`src/sv/rsi_skid.sv`:
```
// Input skid register that keeps the input stall signal a flop output.
`default_nettype none

module rsi_skid #(
  parameter int W = 8
) (
  input  wire logic         clk,
  input  wire logic         rst_n,
  input  wire logic         in_valid,
  input  wire logic [W-1:0] in_data,
  input  wire logic         en,
  output logic              in_stall,
  output logic              s_valid,
  output logic [W-1:0]      s_data
);

  logic         full_r;
  logic         full_nxt;
  logic [W-1:0] hold_r;

  // The buffer fills when a transaction arrives while the pipeline is held,
  // and drains on the first cycle the pipeline moves again.
  always_comb begin
    full_nxt = full_r;
    if (full_r && en) begin
      full_nxt = 1'b0;
    end else if (!full_r && in_valid && !en) begin
      full_nxt = 1'b1;
    end
  end

  always_ff @(posedge clk) begin
    if (!rst_n) begin
      full_r <= 1'b0;
    end else begin
      full_r <= full_nxt;
    end
  end

  // Capture the input whenever the buffer is empty; it only matters on a fill.
  always_ff @(posedge clk) begin
    if (!full_r) begin
      hold_r <= in_data;
    end
  end

  assign in_stall = full_r;
  assign s_valid  = full_r | in_valid;
  assign s_data   = full_r ? hold_r : in_data;

endmodule

`default_nettype wire

```
`config.mk`:
```
export PLATFORM = sky130hd
export DESIGN_NAME = rsi_skid
export DESIGN_NICKNAME = d
export VERILOG_FILES = /design/src/sv/rsi_skid.sv
export SDC_FILE = /design/constraint.sdc
export NUM_CORES = 1
export LEC_CHECK = 0
export ABC_CLOCK_PERIOD_IN_PS = 1400
export BUFFER_PORTS_ARGS = -buffer_cell sky130_fd_sc_hd__buf_2
export CORE_AREA = 2 2 39 41
export DETAILED_ROUTE_END_ITERATION = 10
export DIE_AREA = 0 0 41 43
export PLACE_DENSITY = 0.56
export SLEW_MARGIN = 20
export SYNTH_ARGS = -nofsm -noshare
export SYNTH_HDL_FRONTEND = slang
export SYNTH_SLANG_ARGS = --single-unit
export TNS_END_PERCENT = 20
```
`constraint.sdc`:
```
create_clock -name clk -period 1.4 [get_ports clk]
set_clock_uncertainty 0.2 [all_clocks]
set_input_delay 0.07 -clock clk [delete_from_list [all_inputs] [get_ports clk]]
set_output_delay 0.07 -clock clk [all_outputs]
set_load 0.02 [all_outputs]
```
==> flow_summary.ini <==
[run_status]
status = finished, violations left
violations = hold timing, setup timing

[timing]
hold_viol_final = 1
maxSlewViolCount = 0
finalCritPeriodShare = 1.04
setup_slack_ns = -0.0529
min_period_ns = 1.45
rsz0062_at_grt = true
hold_ws_ns = -0.132
worst_pin_slew_ns = 0.106
slew_headroom = 0.930
max_freq_mhz = 688
finalSetupViolCount = 8

[power]
ir_worst_vdd_uv = 398
power.density_mw_per_mm2 = 984
finalPower_mw = 0.650
p_leak_nw = 0.319

[floorplan]
die-area_sq_mm = 0.00176
rows = 14
initial_core_util = 0.216
io-pin-count = 22
die_x_um = 41
core_sq_mm = 0.00138
die-height_um = 43

[setup_path]
required_ns = 1.13
arrival_ns = 1.18
path_class = flop to output pin
slowest_stage = dfxtp_4
reg2reg_depth = 3
r2r-start = in_stall
worstSetupEndpointType = output pin
crit_path_max_fanout = 5
slowest_delay_ns = 0.35
start_kind = flop
path_cells = buf_12 > mux2_4 > buf_6
startpoint = in_stall

[clock_network]
cts-hold-fix-buffers = 10
htree_levels = 1
cts_tree = yes
clk_latency_ns = 0.26
cts_buffers = 3
root_buffer = clkbuf_4
clock_path_buffers = 2
cts.sinks = 9
cts.clk_slew.worst_paths_ns = 0.06

[final_layout]
num-nets-final = 69
finalInstanceArea_sq_um = 661
n_antenna_cell = 0
finalNonFillerCells = 72
utilization = 0.477
drive_above_1_share = 0.643
area_growth_pct = 121

[routing]
wl_um = 827
vias_per_cell = 4.03
vias = 290
drcViolationCount = 0
drtIter0Drc = 2
drtPass1Iterations = 2
drtAntennaViolNets = 0
detail_route.wl_per_cell_um = 11.5

[logic_synthesis]
syn_nets = 32
ys_seq_area_frac = 0.603
syn-cell-area_sq_um = 299
netlist_instances = 20
synth-warning-count = 0
syn_avg_cell_area_sq_um = 15.0
synth-seq-cells = 9
synth_cell_types = 5

[worst_hold_path]
worstHoldPathCells = 2
hold_path_class = input port to flop
hold_start = in_data[0]

[place]
place_area_sq_um = 413
routabilityCongestion = 0.589
dp_cells = 56
port_buffers = 21

[global_routing]
grt_max_degree = 6
grt_usage = 0.118
grt_first_pass_wirelength_um = 1250
first_global_vias = 307
antenna_found_initial = 0
grt_overflow = 0

[job]
maxCapViolCount = 0
[critical path, delay by kind of cell (launching register included)]
family | cells | cell delay (ns)
flops | 1 | 0.35
mux | 1 | 0.31
buf+inv | 2 | 0.26
[report_power, final]
group	switching (mW)	internal, mW	total (mW)	leakage [nW]
logic	0.0633	0.105	0.168	0.227
registers	0.00645	0.275	0.282	0.0764
clock network	0.0906	0.110	0.200	0.0150
[layer usage]
metal  track usage  vias to the layer above  part of all wire
met3        0.0785                        2             0.099
met5             0                        -                 0
li1              -                      141                 -
met1        0.0844                      126              0.37
met4        0.0600                        0            0.0060
met2         0.209                       21              0.52
[sequential cells by signal, summed over array words and instances, names as in the netlist]
name	flops
hold_r	8
in_stall	1
[repair_timing]
| action | 4_1_cts | 5_1_grt |
|---|---|---|
| endpoints found under the hold margin | 9 | 1 |
| pin swaps | 0 | 1 |
| gates resized for setup | 29 | 2 |
| setup endpoints to repair | 9 | 9 |
| setup buffers | 2 | 0 |
[synth_stat cells (all sizes together)]
master / count / area [sq um]
and3b: 1 / 8.76
buf: 1 / 11.3
dfxtp: 9 / 180
mux2: 8 / 90.1
or2: 1 / 8.76
[path summary, 6_finish.rpt]
path	slack, ns	endpoint
max	-0.05	s_data[5]
min	-0.13	hold_r[0]
max reg2reg	0.22	in_stall
min reg2reg	0.28	hold_r[2]
[cells in the final DEF (no fill, tap or decap), drive strengths merged]
| master | n |
|---|---|
| mux2 | 8 |
| dlygate4sd3 | 10 |
| clkbuf | 4 |
| buf | 23 |
| or2 | 1 |
| and3b | 1 |
| dfxtp | 9 |
[cell type report]
cell class / instances / area (sq um)
fill: 118 / 723
multi-input combinational: 10 / 138
tap: 16 / 20.0
timing repair buffer: 33 / 293
sequential: 9 / 184
clock buffer: 4 / 26.3
[through the flow]
step | hold WS, ns | setup TNS (ns) | worst slack [ns]
2_1_floorplan | 0.0257 | 0 | 0.0652
5_1_grt | -0.147 | -0.726 | -0.0917
3_3_place_gp | 0.113 | 0 | 0.0400
6_report | -0.132 | -0.390 | -0.0529
3_5_place_dp | 0.107 | 0 | 0.0253
4_1_cts | -0.140 | -0.525 | -0.0672
[kinds of logic after synthesis]
| logic type | share of synthesized area |
|---|---|
| DFF | 0.603 |
| buffers and inverters | 0.0377 |
| and+or+nand+nor | 0.0586 |
| muxes | 0.301 |
No activity file was read; power rests on OpenSTA's default activity.
