## src/sv/rsi_pkg.sv

```systemverilog
// Shared constants, types and width helpers for the ray/sphere intersection core.
`default_nettype none

package rsi_pkg;

  // Default fixed-point formats: coordinates Q15.8 in 24 bits, directions Q1.14.
  localparam int COORD_WIDTH_DEF   = 24;
  localparam int DIR_FRAC_BITS_DEF = 14;

  // Result distance is unsigned Q.8 and saturates at all ones.
  localparam int              DIST_W   = 25;
  localparam logic [DIST_W-1:0] DIST_MAX = '1;

  // Radius register resets to 1.0 in Q.8.
  localparam int RADIUS_RESET = 256;

  // Configuration register map.
  localparam int                   CFG_IDX_W     = 2;
  localparam logic [CFG_IDX_W-1:0] REG_CENTER_X  = CFG_IDX_W'(0);
  localparam logic [CFG_IDX_W-1:0] REG_CENTER_Y  = CFG_IDX_W'(1);
  localparam logic [CFG_IDX_W-1:0] REG_CENTER_Z  = CFG_IDX_W'(2);
  localparam logic [CFG_IDX_W-1:0] REG_RADIUS    = CFG_IDX_W'(3);

  // Control flags that travel with each transaction down the pipeline.
  typedef struct packed {
    logic valid;
    logic disc_neg;
  } rsi_flags_t;

  // Width of b = floor(dot(offset, dir) / 2^frac). The fraction bits of the
  // direction cancel, so only the coordinate width matters.
  function automatic int b_width(int cw);
    return cw + 5;
  endfunction

  // Width of the discriminant as the arithmetic carries it: exact, but never
  // more than 64 bits, since wider values wrap modulo 2^64.
  function automatic int disc_width(int cw);
    return ((2 * cw + 12) > 64) ? 64 : (2 * cw + 12);
  endfunction

endpackage

`default_nettype wire

```

## src/sv/rsi_isqrt.sv

```systemverilog
// Pipelined integer square root, one root bit per stage, with remainder.
`default_nettype none

module rsi_isqrt #(
  parameter int RT_W = 30,
  parameter int B_W  = 29
) (
  input  wire logic                  clk,
  input  wire logic                  rst_n,
  input  wire logic                  en,
  input  wire rsi_pkg::rsi_flags_t   flags_i,
  input  wire logic [2*RT_W-1:0]     rad_i,
  input  wire logic signed [B_W-1:0] b_i,
  output rsi_pkg::rsi_flags_t        flags_o,
  output logic [RT_W-1:0]            root_o,
  output logic                       rem_nz_o,
  output logic signed [B_W-1:0]      b_o
);

  localparam int RAD_W = 2 * RT_W;
  localparam int REM_W = RT_W + 2;

  // Stage k's registers sit at index k.
  rsi_pkg::rsi_flags_t   flags_r [RT_W];
  logic [REM_W-1:0]      rem_r   [RT_W];
  logic [RT_W-1:0]       root_r  [RT_W];
  logic [RAD_W-1:0]      rad_r   [RT_W-1];
  logic signed [B_W-1:0] b_r     [RT_W];

  for (genvar k = 0; k < RT_W; k++) begin : g_stage
    rsi_pkg::rsi_flags_t   cur_flags;
    logic [REM_W-1:0]      cur_rem;
    logic [RT_W-1:0]       cur_root;
    logic [RAD_W-1:0]      cur_rad;
    logic signed [B_W-1:0] cur_b;
    logic [REM_W-1:0]      shifted;
    logic [REM_W-1:0]      trial;
    logic [REM_W-1:0]      rem_nxt;
    logic [RT_W-1:0]       root_nxt;
    logic                  ge;

    if (k == 0) begin : g_first
      assign cur_flags = flags_i;
      assign cur_rem   = '0;
      assign cur_root  = '0;
      assign cur_rad   = rad_i;
      assign cur_b     = b_i;
    end else begin : g_next
      assign cur_flags = flags_r[k-1];
      assign cur_rem   = rem_r[k-1];
      assign cur_root  = root_r[k-1];
      assign cur_rad   = rad_r[k-1];
      assign cur_b     = b_r[k-1];
    end

    // Bring down the next two radicand bits and try the next root bit.
    // The remainder entering a stage stays below 2^RT_W, so its top bits
    // are zero and drop out of the shift.
    always_comb begin
      shifted  = {cur_rem[RT_W-1:0], cur_rad[RAD_W-1 -: 2]};
      trial    = {cur_root, 2'b01};
      ge       = (shifted >= trial);
      rem_nxt  = ge ? (shifted - trial) : shifted;
      root_nxt = {cur_root[RT_W-2:0], ge};
    end

    always_ff @(posedge clk) begin
      if (!rst_n) begin
        flags_r[k] <= '0;
      end else if (en) begin
        flags_r[k] <= cur_flags;
      end
    end

    always_ff @(posedge clk) begin
      if (en) begin
        rem_r[k]  <= rem_nxt;
        root_r[k] <= root_nxt;
        b_r[k]    <= cur_b;
      end
    end

    // The last stage has no radicand bits left to pass on.
    if (k < RT_W - 1) begin : g_rad
      always_ff @(posedge clk) begin
        if (en) begin
          rad_r[k] <= {cur_rad[RAD_W-3:0], 2'b00};
        end
      end
    end
  end

  assign flags_o  = flags_r[RT_W-1];
  assign root_o   = root_r[RT_W-1];
  assign rem_nz_o = |rem_r[RT_W-1];
  assign b_o      = b_r[RT_W-1];

`ifndef SYNTHESIS
  // A finished root leaves a remainder of at most twice the root.
  a_rem_bound: assert property (@(posedge clk) disable iff (!rst_n)
    flags_o.valid |-> (rem_r[RT_W-1] <= {1'b0, root_o, 1'b0}))
    else $error("square root remainder exceeds twice the root");

  // A miss enters with a zero radicand and must leave with a zero root.
  a_miss_zero: assert property (@(posedge clk) disable iff (!rst_n)
    (flags_o.valid && flags_o.disc_neg) |-> (root_o == '0 && !rem_nz_o))
    else $error("negative discriminant produced a nonzero root");
`endif

endmodule

`default_nettype wire

```

## config.mk

```make
export PLATFORM = sky130hd
export DESIGN_NAME = rsi_isqrt
export DESIGN_NICKNAME = d
export VERILOG_FILES = /design/src/sv/rsi_pkg.sv /design/src/sv/rsi_isqrt.sv
export SDC_FILE = /design/constraint.sdc
export NUM_CORES = 2
export LEC_CHECK = 0
export BUFFER_PORTS_ARGS = -buffer_cell sky130_fd_sc_hd__buf_2
export CORE_MARGIN = 2
export CORE_UTILIZATION = 57
export CTS_CLUSTER_SIZE = 28
export DETAILED_ROUTE_END_ITERATION = 10
export PLACE_DENSITY = 0.75
export SYNTH_ARGS = -nofsm -noshare
export SYNTH_HDL_FRONTEND = slang
export SYNTH_MEMORY_MAX_BITS = 65536
export SYNTH_SLANG_ARGS = --single-unit
```

## constraint.sdc

```tcl
create_clock -name clk -period 5 [get_ports clk]
set_clock_uncertainty 0.2 [all_clocks]
set_input_delay 0.75 -clock clk [delete_from_list [all_inputs] [get_ports clk]]
set_output_delay 0.75 -clock clk [all_outputs]
set_load 0.005 [all_outputs]
```

==> impl_metrics.tcl <==
set metrics [dict create \
    status "complete, no violations" \
    coreArea_mm2 0.229 \
    synth_edf_count 3125 \
    cp_max_fo 49 \
    dieHeight_um 483 \
    final_max_slew_viol_count 0 \
    vias 71000 \
    track_usage 0.199 \
    grt_max_degree 172 \
    clockRootBuffer "clkbuf_16" \
    fmaxAchievable_mhz 244 \
    finalSetupViolations 0 \
    port_buffers 155 \
    rsz0062_at_grt "false" \
    dp_cells 12100 \
    final_hold_viol_count 0 \
    layout_common_cells "edfxtp_1 (3125), inv_1 (637), nand2_1 (575), ha_1 (499), o21ai_0 (494)" \
    htreeDepth 5 \
    synthCells 8998 \
    drive_gt1_frac 0.0897 \
    leakage_uw 0.0552 \
    synthFlopType "edfxtp_1" \
    ant_nets 0 \
    drt-met1-wl_um 100000 \
    vias_per_cell 5.56 \
    cp_slowest_cell "o311ai_0" \
    cts_tree "built" \
    final_area_mm2 0.147 \
    yosysWarnings 0 \
    syn_area_mm2 0.131 \
    wl_um 234000 \
    pre_cts_ws_ps 962 \
    finalWorstPathRequiredPeriod_ps 4090 \
    grt_pass1_wl_um 374000 \
    initial_core_util 0.572 \
    path_class "register to register" \
    wl_per_cell_um 18.3 \
    synthesis.nets 9591 \
    dpl.hpwl_um 158000 \
    cts_sinks 3125 \
    post-route-period-util 0.818 \
    wl_met2_um 115000 \
    path_clk_slew_ps 60 \
    async_reset_ff_frac 0 \
    areaGrowthSynthToFinish_pct 12.4 \
    drcViolationCount 0 \
    post-route-util 0.642 \
    dieArea_mm2 0.234 \
    cts_max_path_buffers 4 \
    syn_avg_cell_area_um2 14.6 \
    grt_pass1_vias 70800 \
    tns_ps 0 \
    synth_cell_type_count 91 \
    cts_made_buffers 334 \
    nNetsFinal 10100 \
    tightest_slew_ps 1130 \
    cp-end-kind "register" \
    min-delay-path-class "primary input to register" \
    place.gp.congestion 0.938 \
    routed.top_layer "met4" \
    cts_setup_buffers 0 \
    critPathLaunchType "register" \
    layout_commonest_cell "edfxtp_1" \
    antenna_found_initial 4 \
    r2r_slack_ps 910 \
    drt_iter0_drc 5875 \
    relSlewSlack 0.239 \
    placed_area_mm2 0.136 \
    clkLatencyLatePin_ps 950 \
    drv_cap 0 \
    firstDrtPassIters 5 \
    final_cells 12800 \
    wl_met3_um 11100 \
    grt_overflow 0 \
    ir_drop_mv 0.361 \
    max_stage_delay_ps 490 \
    fp.dieW_um 483 \
    path_cells "ha_1, nor2b_1, o31a_1, nor4_1, o311ai_0, o21ai_0, a21oi_1, or3_1, buf_4, mux2_2" \
    top_level_ports 156 \
    crit_arrival_ps 4520 \
    power-per-cell-area_mw_per_mm2 472 \
    seq_area_frac_synth 0.716 \
    setup_ws_ps 909 \
    ys_seq_elements 3125 \
    rows 176 \
    cp.required_ps 5430 \
]
[routing by layer]
| layer | track usage | vias to the layer above |
|---|---|---|
| met5 | 0 | - |
| met4 | 0.0742 | 0 |
| met3 | 0.0332 | 481 |
| met2 | 0.337 | 1866 |
| met1 | 0.259 | 34100 |
| li1 | - | 34600 |
[area by class of cell]
cell class / count / area [um2]
inverter: 638 / 2390
timing repair buffer: 360 / 2860
clock buffer: 397 / 8660
antenna: 2 / 5.00
fill: 16100 / 82000
tap: 3026 / 3790
multi-input combinational: 5043 / 34000
sequential: 3125 / 93800
clock inverter: 183 / 1690
[where the power goes]
group / leakage [uW] / internal (uW) / switching (uW)
registers: 0.0303 / 32600 / 1640
logic: 0.0198 / 5070 / 6890
clock network: 0.00505 / 13700 / 9540
[registers in the layout (all words and copies together), names as in the netlist]
| name | count |
|---|---|
| flags_r | 60 |
| b_r | 870 |
| root_r | 465 |
| rem_r | 860 |
| rad_r | 870 |
[critical path: cells and delay by family, from the launching register on]
kind | cells | cell delay, ps
buffers and inverters | 1 | 290
adder cells (fa/ha/maj) | 1 | 370
AND/OR/NAND/NOR | 3 | 980
multiplexers | 1 | 330
AO/OA/AOI/OAI | 4 | 1190
flip-flops | 1 | 400
[per-stage QoR]
step | power [uW] | hold slack [ps]
floorplan | 42900 | 200
global placement | 46200 | 200
detailed placement | 46500 | 205
CTS | 70100 | 14.5
global route | 72800 | 23.6
finish | 69500 | 45.2
[synthesized netlist by cell type, types with 11 or more instances]
cell type,count,area share
o31a_1,13,0.00087
o31ai_1,43,0.0025
nand4_1,78,0.0037
nor4b_1,13,0.00087
or2_2,33,0.0016
o41ai_1,13,0.00087
nor2b_1,83,0.0040
o21bai_1,40,0.0023
inv_1,637,0.018
a21oi_1,495,0.019
nor3b_1,14,0.00080
a31oi_1,49,0.0023
nor3_1,174,0.0066
and2_1,20,0.00095
o211ai_1,36,0.0021
ha_1,499,0.048
a21boi_0,16,0.00092
nor4_1,91,0.0043
or3_1,85,0.0041
o311ai_0,11,0.00074
a211oi_1,37,0.0021
nand3b_1,24,0.0014
nand2b_1,89,0.0042
buf_2,16,0.00061
mux2_2,84,0.0072
o21a_1,96,0.0055
nand3_1,133,0.0051
o21ai_0,494,0.019
clkbuf_1,135,0.0039
and3_1,101,0.0048
a2111oi_0,15,0.0010
xnor2_1,379,0.025
or4_1,38,0.0022
xor2_1,345,0.023
edfxtp_1,3125,0.72
a311oi_1,11,0.00074
nand2_1,575,0.016
buf_4,31,0.0018
a21o_1,192,0.011
nor2_1,473,0.014
nand4b_1,13,0.00087
[logic make-up (layout without fill, tap and decap cells)]
family          after synthesis  after routing  synth area share
other cells                   1              3         0.0000286
simple gates               2068           2068            0.0779
xor+xnor                    724            724            0.0484
compound gates             1660           1660            0.0773
mux                          91             91           0.00776
buf+inv                     830           1578            0.0248
flops                      3125           3125             0.716
fa+ha+maj                   499            499            0.0476
[path summary, 6_finish.rpt]
path / cells past startpoint / endpoint / startpoint
max: 10 / rem_r[1][342] / rem_r[1][288]
min: 1 / rad_r[0][201] / en
max reg2reg: 10 / rem_r[1][342] / rem_r[1][288]
min reg2reg: 0 / b_r[4][7] / b_r[3][94]
[what timing repair did]
item,4_1_cts,5_1_grt
hold buffers,92,0
endpoints found under the hold margin,92,0
resized for setup,0,0
Power figures use the tool's default switching activity.
